===== src/bdrr_pkg.sv =====
`timescale 1ns / 1ps

package bdrr_pkg;

    // Fixed-point format and field widths.
    localparam int FRAC_BITS = 16;
    localparam int DATA_W    = 32;
    localparam int OUT_W     = 31;
    localparam int IDX_W     = 4;
    localparam int PROD_W    = 2 * DATA_W;
    // Three shifted products plus a constant term, with room for carries.
    localparam int SUM_W     = PROD_W - FRAC_BITS + 3;
    // Dividend magnitude is |z| scaled up by the fraction bits.
    localparam int NUM_W     = DATA_W + FRAC_BITS;
    localparam int CNT_W     = $clog2(NUM_W);

    localparam logic signed [DATA_W-1:0] Q_ONE   = DATA_W'(1) <<< FRAC_BITS;
    localparam logic signed [DATA_W-1:0] Q_HALF  = DATA_W'(1) <<< (FRAC_BITS - 1);
    localparam logic signed [DATA_W-1:0] S32_MAX = {1'b0, {(DATA_W-1){1'b1}}};
    localparam logic signed [DATA_W-1:0] S32_MIN = {1'b1, {(DATA_W-1){1'b0}}};

    // Configuration register indexes.
    typedef enum logic [IDX_W-1:0] {
        REG_ZROW_X     = 4'd0,
        REG_ZROW_Y     = 4'd1,
        REG_ZROW_Z     = 4'd2,
        REG_ZROW_CONST = 4'd3,
        REG_WROW_X     = 4'd4,
        REG_WROW_Y     = 4'd5,
        REG_WROW_Z     = 4'd6,
        REG_WROW_CONST = 4'd7
    } t_reg_idx;

    // Sequencer states.
    typedef enum logic [2:0] {
        S_IDLE,
        S_MUL,
        S_DIV_SETUP,
        S_DIV,
        S_UPDATE,
        S_EMIT
    } t_state;

    // Clamp a wide signed sum to the signed 32-bit range.
    function automatic logic signed [DATA_W-1:0] sat_s32(input logic signed [SUM_W-1:0] v);
        logic signed [DATA_W-1:0] res;
        if (v > SUM_W'(S32_MAX)) begin
            res = S32_MAX;
        end else if (v < SUM_W'(S32_MIN)) begin
            res = S32_MIN;
        end else begin
            res = v[DATA_W-1:0];
        end
        return res;
    endfunction

endpackage


===== src/bdrr_ifs.sv =====
`timescale 1ns / 1ps

// Box channel: one axis-aligned box per item.
interface bdrr_box_if;
    import bdrr_pkg::*;

    logic                     valid;
    logic                     ready;
    logic signed [DATA_W-1:0] box_min_x;
    logic signed [DATA_W-1:0] box_min_y;
    logic signed [DATA_W-1:0] box_min_z;
    logic signed [DATA_W-1:0] box_max_x;
    logic signed [DATA_W-1:0] box_max_y;
    logic signed [DATA_W-1:0] box_max_z;
    logic                     last_box;

    modport source (
        output valid, box_min_x, box_min_y, box_min_z,
        output box_max_x, box_max_y, box_max_z, last_box,
        input  ready
    );
    modport sink (
        input  valid, box_min_x, box_min_y, box_min_z,
        input  box_max_x, box_max_y, box_max_z, last_box,
        output ready
    );
endinterface

// Depth range channel: near and far plane distances.
interface bdrr_depth_if;
    import bdrr_pkg::*;

    logic             valid;
    logic             ready;
    logic [OUT_W-1:0] near_depth;
    logic [OUT_W-1:0] far_depth;

    modport source (output valid, near_depth, far_depth, input ready);
    modport sink (input valid, near_depth, far_depth, output ready);
endinterface

// Configuration write channel.
interface bdrr_cfg_if;
    import bdrr_pkg::*;

    logic              valid;
    logic              ready;
    logic [IDX_W-1:0]  index;
    logic [DATA_W-1:0] data;

    modport source (output valid, index, data, input ready);
    modport sink (input valid, index, data, output ready);
endinterface


===== src/box_depth_range_reducer.sv =====
`timescale 1ns / 1ps

// Channel   | Port    | Direction | Payload
// ----------+---------+-----------+----------------------------------------------
// box       | i_box   | in        | box min/max x, y, z (Q16.16), last_box
// depth     | o_depth | out       | near_depth, far_depth (unsigned Q15.16)
// config    | i_cfg   | in        | index (4 bits), data (32 bits)
//
// A box item is worked through its 8 corners in turn. Each corner runs the products
// on the shared 32x32 multiplier, a division setup, the 1-bit-per-cycle restoring
// divider and an accumulator update. A corner whose w is zero skips the divider.
// A last box then loads the output register, waiting while the previous result
// is untaken. Reset is synchronous, active low; the box input is not ready while
// busy.
module box_depth_range_reducer (
    input  logic                i_clk,
    input  logic                i_rst_n,
    bdrr_box_if.sink            i_box,
    bdrr_depth_if.source        o_depth,
    bdrr_cfg_if.sink            i_cfg
);
    import bdrr_pkg::*;

    // Sequencer.
    t_state r_state, n_state;

    // Configuration registers.
    logic signed [DATA_W-1:0] r_zrow_x, r_zrow_y, r_zrow_z, r_zrow_const;
    logic signed [DATA_W-1:0] r_wrow_x, r_wrow_y, r_wrow_z, r_wrow_const;

    // Captured box.
    logic signed [DATA_W-1:0] r_min_x, r_min_y, r_min_z;
    logic signed [DATA_W-1:0] r_max_x, r_max_y, r_max_z;
    logic                     r_last;

    // Corner and step counters.
    logic [2:0]       r_corner, n_corner;
    logic [2:0]       r_step, n_step;
    logic [CNT_W-1:0] r_cnt, n_cnt;

    // Row evaluation datapath.
    logic signed [PROD_W-1:0] r_prod, n_prod;
    logic signed [SUM_W-1:0]  r_sum, n_sum;
    logic signed [DATA_W-1:0] r_cz, n_cz;

    // Divider datapath.
    logic [NUM_W-1:0]  r_quo, n_quo;
    logic [DATA_W-1:0] r_rem, n_rem;
    logic [DATA_W-1:0] r_dvs, n_dvs;
    logic              r_neg, n_neg;

    // Accumulators and output register.
    logic signed [DATA_W-1:0] r_near, n_near;
    logic signed [DATA_W-1:0] r_far, n_far;
    logic                     r_out_vld, n_out_vld;
    logic [OUT_W-1:0]         r_out_near, n_out_near;
    logic [OUT_W-1:0]         r_out_far, n_out_far;

    // Shared combinational terms.
    logic                     w_box_acc;
    logic                     w_out_acc;
    logic                     w_emit_load;
    logic signed [DATA_W-1:0] w_x, w_y, w_z;
    logic signed [DATA_W-1:0] w_mul_a, w_mul_b;
    logic signed [SUM_W-1:0]  w_prod_sh;
    logic signed [DATA_W-1:0] w_cw;
    logic [DATA_W-1:0]        w_cz_mag, w_cw_mag;
    logic [DATA_W:0]          w_shift;
    logic [DATA_W+1:0]        w_diff;
    logic signed [DATA_W-1:0] w_depth, w_half;

    assign w_box_acc   = i_box.valid && i_box.ready;
    assign w_out_acc   = o_depth.valid && o_depth.ready;
    assign w_emit_load = (r_state == S_EMIT) && (!r_out_vld || o_depth.ready);

    // Corner coordinates from the corner index bits.
    assign w_x = r_corner[2] ? r_max_x : r_min_x;
    assign w_y = r_corner[1] ? r_max_y : r_min_y;
    assign w_z = r_corner[0] ? r_max_z : r_min_z;

    // Multiplier operand selection per step.
    always_comb begin
        unique case (r_step)
            3'd0:    begin w_mul_a = r_zrow_x; w_mul_b = w_x; end
            3'd1:    begin w_mul_a = r_zrow_y; w_mul_b = w_y; end
            3'd2:    begin w_mul_a = r_zrow_z; w_mul_b = w_z; end
            3'd3:    begin w_mul_a = r_wrow_x; w_mul_b = w_x; end
            3'd4:    begin w_mul_a = r_wrow_y; w_mul_b = w_y; end
            3'd5:    begin w_mul_a = r_wrow_z; w_mul_b = w_z; end
            default: begin w_mul_a = '0;       w_mul_b = '0;  end
        endcase
    end

    // The arithmetic shift rounds the product toward minus infinity.
    assign w_prod_sh = SUM_W'(r_prod >>> FRAC_BITS);
    assign w_cw      = sat_s32(r_sum);
    assign w_cz_mag  = r_cz[DATA_W-1] ? (~r_cz + 1'b1) : r_cz;
    assign w_cw_mag  = w_cw[DATA_W-1] ? (~w_cw + 1'b1) : w_cw;

    // One restoring division step.
    assign w_shift = {r_rem, r_quo[NUM_W-1]};
    assign w_diff  = {1'b0, w_shift} - {2'b00, r_dvs};

    // Signed, saturated quotient and the clamped half depth.
    always_comb begin
        if (r_neg) begin
            if (r_quo > NUM_W'(unsigned'(S32_MIN))) begin
                w_depth = S32_MIN;
            end else begin
                w_depth = ~r_quo[DATA_W-1:0] + 1'b1;
            end
        end else begin
            if (r_quo > NUM_W'(S32_MAX)) begin
                w_depth = S32_MAX;
            end else begin
                w_depth = r_quo[DATA_W-1:0];
            end
        end
        w_half = (w_depth < Q_ONE) ? Q_HALF : (w_depth >>> 1);
    end

    // Next state.
    always_comb begin
        n_state = r_state;
        unique case (r_state)
            S_IDLE: begin
                if (w_box_acc) begin
                    n_state = S_MUL;
                end
            end
            S_MUL: begin
                if (r_step == 3'd6) begin
                    n_state = S_DIV_SETUP;
                end
            end
            S_DIV_SETUP: begin
                n_state = (w_cw == '0) ? S_UPDATE : S_DIV;
            end
            S_DIV: begin
                if (r_cnt == '0) begin
                    n_state = S_UPDATE;
                end
            end
            S_UPDATE: begin
                if (r_corner != 3'd7) begin
                    n_state = S_MUL;
                end else if (r_last) begin
                    n_state = S_EMIT;
                end else begin
                    n_state = S_IDLE;
                end
            end
            S_EMIT: begin
                if (w_emit_load) begin
                    n_state = S_IDLE;
                end
            end
            default: n_state = S_IDLE;
        endcase
    end

    // Datapath next values.
    always_comb begin
        n_corner   = r_corner;
        n_step     = r_step;
        n_cnt      = r_cnt;
        n_prod     = r_prod;
        n_sum      = r_sum;
        n_cz       = r_cz;
        n_quo      = r_quo;
        n_rem      = r_rem;
        n_dvs      = r_dvs;
        n_neg      = r_neg;
        n_near     = r_near;
        n_far      = r_far;
        n_out_vld  = r_out_vld && !w_out_acc;
        n_out_near = r_out_near;
        n_out_far  = r_out_far;

        unique case (r_state)
            S_IDLE: begin
                n_corner = '0;
                n_step   = '0;
            end
            S_MUL: begin
                // Product for this step; the previous product joins the sum.
                n_prod = PROD_W'(w_mul_a) * PROD_W'(w_mul_b);
                n_step = r_step + 3'd1;
                unique case (r_step)
                    3'd0: n_sum = SUM_W'(r_zrow_const);
                    3'd4: begin
                        n_cz  = sat_s32(r_sum);
                        n_sum = SUM_W'(r_wrow_const) + w_prod_sh;
                    end
                    default: n_sum = r_sum + w_prod_sh;
                endcase
            end
            S_DIV_SETUP: begin
                n_rem = '0;
                n_dvs = w_cw_mag;
                n_cnt = CNT_W'(NUM_W - 1);
                if (w_cw == '0) begin
                    // Zero w saturates the depth to the largest value.
                    n_quo = NUM_W'(S32_MAX);
                    n_neg = 1'b0;
                end else begin
                    n_quo = {w_cz_mag, {FRAC_BITS{1'b0}}};
                    n_neg = (r_cz > 0) ^ w_cw[DATA_W-1];
                end
            end
            S_DIV: begin
                n_cnt = r_cnt - 1'b1;
                if (!w_diff[DATA_W+1]) begin
                    n_rem = w_diff[DATA_W-1:0];
                    n_quo = {r_quo[NUM_W-2:0], 1'b1};
                end else begin
                    n_rem = w_shift[DATA_W-1:0];
                    n_quo = {r_quo[NUM_W-2:0], 1'b0};
                end
            end
            S_UPDATE: begin
                if (w_depth > r_far) begin
                    n_far = w_depth;
                end
                if (w_half < r_near) begin
                    n_near = w_half;
                end
                n_corner = r_corner + 3'd1;
                n_step   = '0;
            end
            S_EMIT: begin
                if (w_emit_load) begin
                    n_out_vld  = 1'b1;
                    n_out_near = r_near[OUT_W-1:0];
                    n_out_far  = r_far[OUT_W-1:0];
                    n_near     = S32_MAX;
                    n_far      = Q_HALF;
                end
            end
            default: ;
        endcase
    end

    // Handshake and payload outputs.
    always_comb begin
        i_box.ready        = (r_state == S_IDLE);
        i_cfg.ready        = 1'b1;
        o_depth.valid      = r_out_vld;
        o_depth.near_depth = r_out_near;
        o_depth.far_depth  = r_out_far;
    end

    // Control state, accumulators and configuration.
    always_ff @(posedge i_clk) begin
        if (!i_rst_n) begin
            r_state      <= S_IDLE;
            r_out_vld    <= 1'b0;
            r_near       <= S32_MAX;
            r_far        <= Q_HALF;
            r_zrow_x     <= '0;
            r_zrow_y     <= '0;
            r_zrow_z     <= Q_ONE;
            r_zrow_const <= '0;
            r_wrow_x     <= '0;
            r_wrow_y     <= '0;
            r_wrow_z     <= '0;
            r_wrow_const <= Q_ONE;
        end else begin
            r_state   <= n_state;
            r_out_vld <= n_out_vld;
            r_near    <= n_near;
            r_far     <= n_far;
            if (i_cfg.valid && i_cfg.ready) begin
                unique case (i_cfg.index)
                    REG_ZROW_X:     r_zrow_x     <= i_cfg.data;
                    REG_ZROW_Y:     r_zrow_y     <= i_cfg.data;
                    REG_ZROW_Z:     r_zrow_z     <= i_cfg.data;
                    REG_ZROW_CONST: r_zrow_const <= i_cfg.data;
                    REG_WROW_X:     r_wrow_x     <= i_cfg.data;
                    REG_WROW_Y:     r_wrow_y     <= i_cfg.data;
                    REG_WROW_Z:     r_wrow_z     <= i_cfg.data;
                    REG_WROW_CONST: r_wrow_const <= i_cfg.data;
                    default: ;
                endcase
            end
        end
    end

    // Payload and working registers.
    always_ff @(posedge i_clk) begin
        if (w_box_acc) begin
            r_min_x <= i_box.box_min_x;
            r_min_y <= i_box.box_min_y;
            r_min_z <= i_box.box_min_z;
            r_max_x <= i_box.box_max_x;
            r_max_y <= i_box.box_max_y;
            r_max_z <= i_box.box_max_z;
            r_last  <= i_box.last_box;
        end
        r_corner   <= n_corner;
        r_step     <= n_step;
        r_cnt      <= n_cnt;
        r_prod     <= n_prod;
        r_sum      <= n_sum;
        r_cz       <= n_cz;
        r_quo      <= n_quo;
        r_rem      <= n_rem;
        r_dvs      <= n_dvs;
        r_neg      <= n_neg;
        r_out_near <= n_out_near;
        r_out_far  <= n_out_far;
    end

endmodule


===== src/flat_wrapper.sv =====
// flat-port wrapper written by rule: the top's interface ports become plain ports
module box_depth_range_reducer_flat import bdrr_pkg::*;
  (i_clk, i_rst_n, i_box_valid, i_box_box_min_x, i_box_box_min_y, i_box_box_min_z, i_box_box_max_x, i_box_box_max_y, i_box_box_max_z, i_box_last_box, i_box_ready, o_depth_valid, o_depth_near_depth, o_depth_far_depth, o_depth_ready, i_cfg_valid, i_cfg_index, i_cfg_data, i_cfg_ready);
  bdrr_box_if i_box_i ();
  bdrr_depth_if o_depth_i ();
  bdrr_cfg_if i_cfg_i ();
  input  logic i_clk;
  input  logic i_rst_n;
  input wire logic [$bits(i_box_i.valid)-1:0] i_box_valid;
  input wire logic [$bits(i_box_i.box_min_x)-1:0] i_box_box_min_x;
  input wire logic [$bits(i_box_i.box_min_y)-1:0] i_box_box_min_y;
  input wire logic [$bits(i_box_i.box_min_z)-1:0] i_box_box_min_z;
  input wire logic [$bits(i_box_i.box_max_x)-1:0] i_box_box_max_x;
  input wire logic [$bits(i_box_i.box_max_y)-1:0] i_box_box_max_y;
  input wire logic [$bits(i_box_i.box_max_z)-1:0] i_box_box_max_z;
  input wire logic [$bits(i_box_i.last_box)-1:0] i_box_last_box;
  output wire logic [$bits(i_box_i.ready)-1:0] i_box_ready;
  output wire logic [$bits(o_depth_i.valid)-1:0] o_depth_valid;
  output wire logic [$bits(o_depth_i.near_depth)-1:0] o_depth_near_depth;
  output wire logic [$bits(o_depth_i.far_depth)-1:0] o_depth_far_depth;
  input wire logic [$bits(o_depth_i.ready)-1:0] o_depth_ready;
  input wire logic [$bits(i_cfg_i.valid)-1:0] i_cfg_valid;
  input wire logic [$bits(i_cfg_i.index)-1:0] i_cfg_index;
  input wire logic [$bits(i_cfg_i.data)-1:0] i_cfg_data;
  output wire logic [$bits(i_cfg_i.ready)-1:0] i_cfg_ready;
  assign i_box_i.valid = i_box_valid;
  assign i_box_i.box_min_x = i_box_box_min_x;
  assign i_box_i.box_min_y = i_box_box_min_y;
  assign i_box_i.box_min_z = i_box_box_min_z;
  assign i_box_i.box_max_x = i_box_box_max_x;
  assign i_box_i.box_max_y = i_box_box_max_y;
  assign i_box_i.box_max_z = i_box_box_max_z;
  assign i_box_i.last_box = i_box_last_box;
  assign i_box_ready = i_box_i.ready;
  assign o_depth_valid = o_depth_i.valid;
  assign o_depth_near_depth = o_depth_i.near_depth;
  assign o_depth_far_depth = o_depth_i.far_depth;
  assign o_depth_i.ready = o_depth_ready;
  assign i_cfg_i.valid = i_cfg_valid;
  assign i_cfg_i.index = i_cfg_index;
  assign i_cfg_i.data = i_cfg_data;
  assign i_cfg_ready = i_cfg_i.ready;
  box_depth_range_reducer u_core (.i_clk(i_clk), .i_rst_n(i_rst_n), .i_box(i_box_i), .o_depth(o_depth_i), .i_cfg(i_cfg_i));
endmodule

===== config.mk =====
export PLATFORM = sky130hd
export DESIGN_NAME = box_depth_range_reducer_flat
export DESIGN_NICKNAME = d
export VERILOG_FILES = /design/src/bdrr_pkg.sv /design/src/bdrr_ifs.sv /design/src/box_depth_range_reducer.sv /design/src/flat_wrapper.sv
export SDC_FILE = /design/constraint.sdc
export NUM_CORES = 2
export LEC_CHECK = 0
export ABC_CLOCK_PERIOD_IN_PS = 22400
export BUFFER_PORTS_ARGS = -buffer_cell sky130_fd_sc_hd__buf_2
export CORE_ASPECT_RATIO = 0.9
export CORE_MARGIN = 2
export CORE_UTILIZATION = 30
export DETAILED_ROUTE_END_ITERATION = 12
export GPL_TIMING_DRIVEN = 1
export PLACE_DENSITY = 0.52
export SLEW_MARGIN = 0
export SYNTH_ARGS = -nofsm -noshare
export SYNTH_HDL_FRONTEND = slang
export SYNTH_SLANG_ARGS = --single-unit

===== constraint.sdc =====
create_clock -name i_clk -period 22.4 [get_ports i_clk]
set_input_delay 2.24 -clock i_clk [delete_from_list [all_inputs] [get_ports i_clk]]
set_output_delay 2.24 -clock i_clk [all_outputs]
set_load 0.01 [all_outputs]

# Word-level counts from Yosys, hierarchy flattened
# Index checks and enable logic that the tools add are counted.
[op_classes]
addsub = 9
mul = 1
n_lt_le_gt_ge = 8
n_eq_ne = 25
n_mux = 38
bitwise = 4
n_reduce_logical = 33
[op_table]
columns = ["cell", "count"]
rows = [
  ["$mux 32", 15],
  ["$pmux 32 s2", 3],
  ["$pmux 32 s6", 1],
  ["$pmux 51 s2", 1],
  ["$add 32x1->32 const B", 3],
  ["$not 32->32", 3],
  ["$pmux 32 s3", 1],
  ["$pmux 48 s2", 1],
  ["$mul 32x32->64", 1],
  ["$add 51x48->51", 1],
  ["$gt 51x32->1 const B", 1],
  ["$lt 51x32->1 const B", 1],
  ["$add 32x48->49", 1],
  ["$gt 48x31->1 const B", 1],
  ["$gt 48x32->1 const B", 1],
  ["$mux 48", 1],
  ["$sub 33x32->34", 1],
  ["$gt 32x1->1 const B", 1],
  ["$gt 32x32->1", 1],
  ["$logic_not 32->1", 1],
  ["$lt 32x18->1 const B", 1],
  ["$lt 32x32->1", 1],
  ["$mux 31", 1],
  ["$mux 3", 7],
  ["other kinds (27)", 68],
]
[word_totals]
regBits = 851
input_bits = 234
out_inout_bits = 65
wordCells = 150

# Depth between registers and ports, before layout
[logic_depth]
word_depth = 9
ltp_mapped = 39
depth_no_buf = 34

# Least setup slack after synthesis
# Ideal clock, no wire load.
[synth_path]
path_type = "reg2reg"
startpoint = "reg u_core.r_step[2]"
endpoint = "reg u_core.r_prod[63], data pin"
setup_time_ns = 0.260
t_arrival_ns = 10.110
t_required_ns = 22.140
slack_ns = 12.030
stages_incl_launch_ff = 38
n_path_buf = 6
period_less_slack_ns = 10.370
path_cell_list = "edfxtp_1 > buf_2 > inv_1 > clkbuf_1 > ha_1 > clkbuf_1 > clkbuf_1 > nor2_1 > clkbuf_1 > nor2_1 > o21a_1 > clkbuf_1 > nand2_1 > fa_1 > fa_1 > inv_1 > fa_1 > fa_1 > (+2 left out) > inv_1 > fa_1 > inv_1 > fa_1 > fa_1 > inv_1 > ha_1 > a21o_1 > a21o_1 > a21oi_1 > nor2b_1 > o21ai_0 > nand2b_1 > a221o_1 > a21oi_1 > o21ai_0 > a21oi_1 > xnor2_1"
[synth_via]
elab_chain_cells = 4
word_cells_on_any_way = 12
cone_classes = "1 x mul; 5 x eq/ne; 2 x mux; 4 x reduce/logical"
[synth_rtl]
columns = ["item", "line_no", "source"]
rows = [
  ["start: declaration", "box_depth_range_reducer.sv:38", "logic [2:0] r_step, n_step;"],
  ["start signal: assignment", "box_depth_range_reducer.sv:301", "r_step <= n_step;"],
  ["$eq 3x2->1, or another cell as far along", "box_depth_range_reducer.sv:83", "unique case (r_step)"],
  ["$reduce_or 2->1 (no line)", "n/a", ""],
  ["$pmux 32 s3", "box_depth_range_reducer.sv:83", ""],
  ["$mul 32x32->64 *", "box_depth_range_reducer.sv:187", "n_prod = PROD_W'(w_mul_a) * PROD_W'(w_mul_b);"],
  ["end signal: assignment", "box_depth_range_reducer.sv:303", "r_prod <= n_prod;"],
  ["end: declaration", "box_depth_range_reducer.sv:42", "logic signed [PROD_W-1:0] r_prod, n_prod;"],
]
# Every way passes the cells marked *; elsewhere a longest branch is shown, timed or not.
# A chain may end at the register's enable or synchronous reset.

# Worst setup path in the final report
[layout_path]
startpoint = "reg u_core.r_step[1]"
endpoint = "reg u_core.r_prod[57], data pin"
# The elaborated chain is that of the path after synthesis.

==> results list <==
- Entering global routing, the biggest net connects roughly 130 pins.
* Clock root buffer: clkbuf_16
* Post-Place Cell Area: approximately 0.085 mm2
* Cell-internal power: 5300 uW
- Worst Setup Start Kind: flip-flop
* Clock tree from TritonCTS: yes
- Cell type with the highest occurrence count on the critical path: fa_1
* Clk_skew: 0.0671 ns
- In this run the biggest area consumer among cell types represents 27.3% of the synthesized area.
- The via count of the first global-routing pass came to approximately 62,000.
* Number of sinks on the clock net: ~840
- Final routed wire length divided by cell count: between 20 and 25 um
* Sequential fraction of design power: 22.0%
- The clock passes through at most 3 buffers.
- The number of antenna violations at the first check in global routing was 26.
* Total of cells resized after clock tree synthesis: 0
- Leading area contributor after synthesis: fa_1
- For the finished layout, the period the worst path requires is 11.41 ns.
* Relative contribution of combinational cells to total power: roughly 63%
- Worst-case hold slack: between 0.4 and 0.5 ns
- Number of cells in the design after placement: approximately 12,000
* Total number of H-tree levels: 3
- PnR Total Power: about 11,000 uW
- From synthesis to final layout, the design area changed by 10.7%.
* Static leakage power: 0.0387 uW
* Area of the mapped netlist: between 0.07 and 0.08 mm2
- Net switching is 51.4% of the power.
- For the pin with the worst max-slew slack, the measured transition is 1.16 ns.
- The library cell used most frequently in the layout, excluding fill and tap cells, is nand2_1.
* Setup repair after global routing missed its margin: no
- Final std cells w/o fill: between 10,000 and 15,000
- Post-synthesis cell count: 8,471
* Post-Syn Area per Cell: approximately 9.4 um2
- Vert. Die Dim: just under 500 um
* Overall global routing resource usage: 20.1%
- Number of DRC markers after the initial detailed-route iteration: 5,241
- Share of async-settable or async-resettable flops after synthesis: 0%
- Via-to-Cell Ratio: roughly 5.0
- Global-route congestion overflow total: 0
* Synthesized netlist net count: 10,175
- The number of setup buffers added after CTS is 0.
- Kind of critical path: reg -> reg
* DRC Markers: 0
- Final critical-path share of the clock period: 50.9%
- Post-route cell area: 0.0881 mm2
- Endpoint type of the worst setup path: flip-flop
- WP data arrival: 11.93 ns
* Post-DRT Antenna Nets: 0
* Top library cells by usage in the layout, fill and taps aside: 1,375 x nand2_1, 1,222 x inv_1, 1,084 x fa_1
- More flip-flops sit in one register than any other, and that register is u_core.r_sum.
* DRT Pass-1 Iters: 5
- Of the total power, the clock network draws 14.6%.
- Sequential-to-total area share from yosys stat: around 27%
- Weighted congestion reported at the end of routability-driven placement: about 0.93
* Top achievable clock speed: 87.6 MHz
* Synth warn: 0
- The largest registers in the layout are u_core.r_sum: 51 flops, u_core.r_prod: 48 flops, u_core.r_quo: 48 flops.
- Via count: ~61,000
- Number of distinct library cells after synthesis: 95
* Required time of the worst setup path: 22.92 ns
- Number of nets at the end of the flow: 10,239
- Final-layout setup total negative slack: 0 ns
- At the later pin of the worst-skew pair, clock insertion delay measures 0.72 ns.
* Seq cells post-synth: 835
- The largest single stage delay on the critical path is 0.92 ns.
- Final Max Slew Viols: 0
* First-pass GRT wire length: between 400,000 and 500,000 um
* Number of port buffers: between 200 and 300
* Outcome: finished, final reports clean
* Number of enable-type register cells in the synthesized netlist: 511
* CTS Buf Count: approximately 90
- Floorplan core area: approximately 0.26 mm2
- Critical-path cell with the highest stage delay: nor3_1
* Horiz. Die Dim: 547 um
* Prevailing post-synth register cell: edfxtp_1
- Flip-flop count of the largest register after layout: 51
* Worst voltage drop across the vdd grid: 0.103 mV
- Clock-pin slew was measured on the worst setup and hold paths at 0.07 ns.
- NetSw: between 5000 and 6000 uW
- Total detailed-routing wirelength: roughly 270,000 um
- DP HPWL: 208,000 um
* Max Cap Viol: 0
- Power spread over the standard cell area amounts to 124 mW/mm2.
- HP Class: reg -> reg
* Share of cells above drive strength 1: 9.12%
- For this configuration, the core starts out at a cell density of between 30 and 40%.
- In the post-synthesis netlist, the biggest area contributors are fa_1 27%, edfxtp_1 19%, dfxtp_1 8.1%.
* Die outline area: 0.270 mm2
- Headroom to the max-slew limit came out at 22.5%.
- Hold-fix buffer count after cts: 0
- In this run the worst path has a maximum fanout of between 40 and 50.
- After filler insertion, the fill cell instance count of the layout stands at 26,969.
- Top-level I/O count: between 200 and 300
- The number of hold violations in the final report was 0.
- The floorplan has roughly 180 rows.
- Setup violations remaining at the end of the flow were counted as 0.
[worst max-delay path: cells and delay by family, from the launching register on]
kind	cells	cell delay [ns]
multiplexers	1	0.38
AND/OR/NAND/NOR	5	1.76
AO/OA/AOI/OAI	6	2.14
flip-flops	1	0.44
adder cells (fa/ha/maj)	10	5.27
buffers and inverters	6	1.17
[logic make-up after synthesis]
family | count (synthesis) | share of synthesized area [%]
muxes | 274 | 3.58
other | 1 | 0.00471
buffers and inverters | 1695 | 8.24
adders and majority gates | 1470 | 33.3
and+or+nand+nor | 2770 | 14.9
AOI/OAI and AO/OA | 1223 | 10.3
xor gates and xnor gates | 203 | 2.23
DFF | 835 | 27.4
[per-stage QoR]
step | util [%] | setup WS, ns
final | 33.4 | 10.99
after global routing | 33.4 | 10.46
after floorplan | - | 12.03
after global placement | 32.2 | 11.13
after CTS | 33.4 | 11.03
after detailed placement | 32.2 | 11.02
[final cells by class]
cell class                      instances  area [um2]  area share, %
Tap cell                             3529        4420           5.01
Clock buffer                          126        2600           2.95
Clock inverter                         43         505          0.574
Antenna cell                           13        32.5         0.0369
Inverter                             1225        4600           5.22
Sequential cell                       835       21800           24.8
Timing Repair Buffer                  441        2590           2.94
Multi-Input combinational cell       5941       51600           58.5
[power groups by stage]
stage | clock, uW | sequential [uW] | combinational, uW
6_report | 1590 | 2400 | 6900
5_1_grt | 1680 | 2420 | 7510
3_5_place_dp | 0 | 2430 | 6830
2_1_floorplan | 0 | 2260 | 4520
3_3_place_gp | 0 | 2420 | 6750
4_1_cts | 1630 | 2390 | 6850
[synth_stat cells (92+ instances only)]
library cell and count:
a21oi_1 270, nand3_1 121, mux2i_1 191, xnor2_1 120, nor2_1 769, ha_1 386, dfxtp_1 324, o21ai_0 166
a21o_1 123, nand2_1 1377, nor3_1 92, clkbuf_1 400, inv_1 1224, fa_1 1084, edfxtp_1 511, a21boi_0 261
[worst paths after layout]
check / startpoint / to / slack [ns] / cells past startpoint
max: u_core.r_step[1] / u_core.r_prod[57] / 10.99 / 28
min: u_core.r_zrow_const[26] / u_core.r_zrow_const[26] / 0.47 / 2
max reg2reg: u_core.r_step[1] / u_core.r_prod[57] / 10.99 / 28
min reg2reg: u_core.r_zrow_const[26] / u_core.r_zrow_const[26] / 0.47 / 2
[routing by layer]
layer | track usage, % | share of wire (%)
met4 | 5.91 | 3.3
met1 | 27.7 | 44
met2 | 31.3 | 44
met5 | 0 | 0.025
met3 | 4.49 | 8.7
No activity file was read; power rests on OpenSTA's default activity.
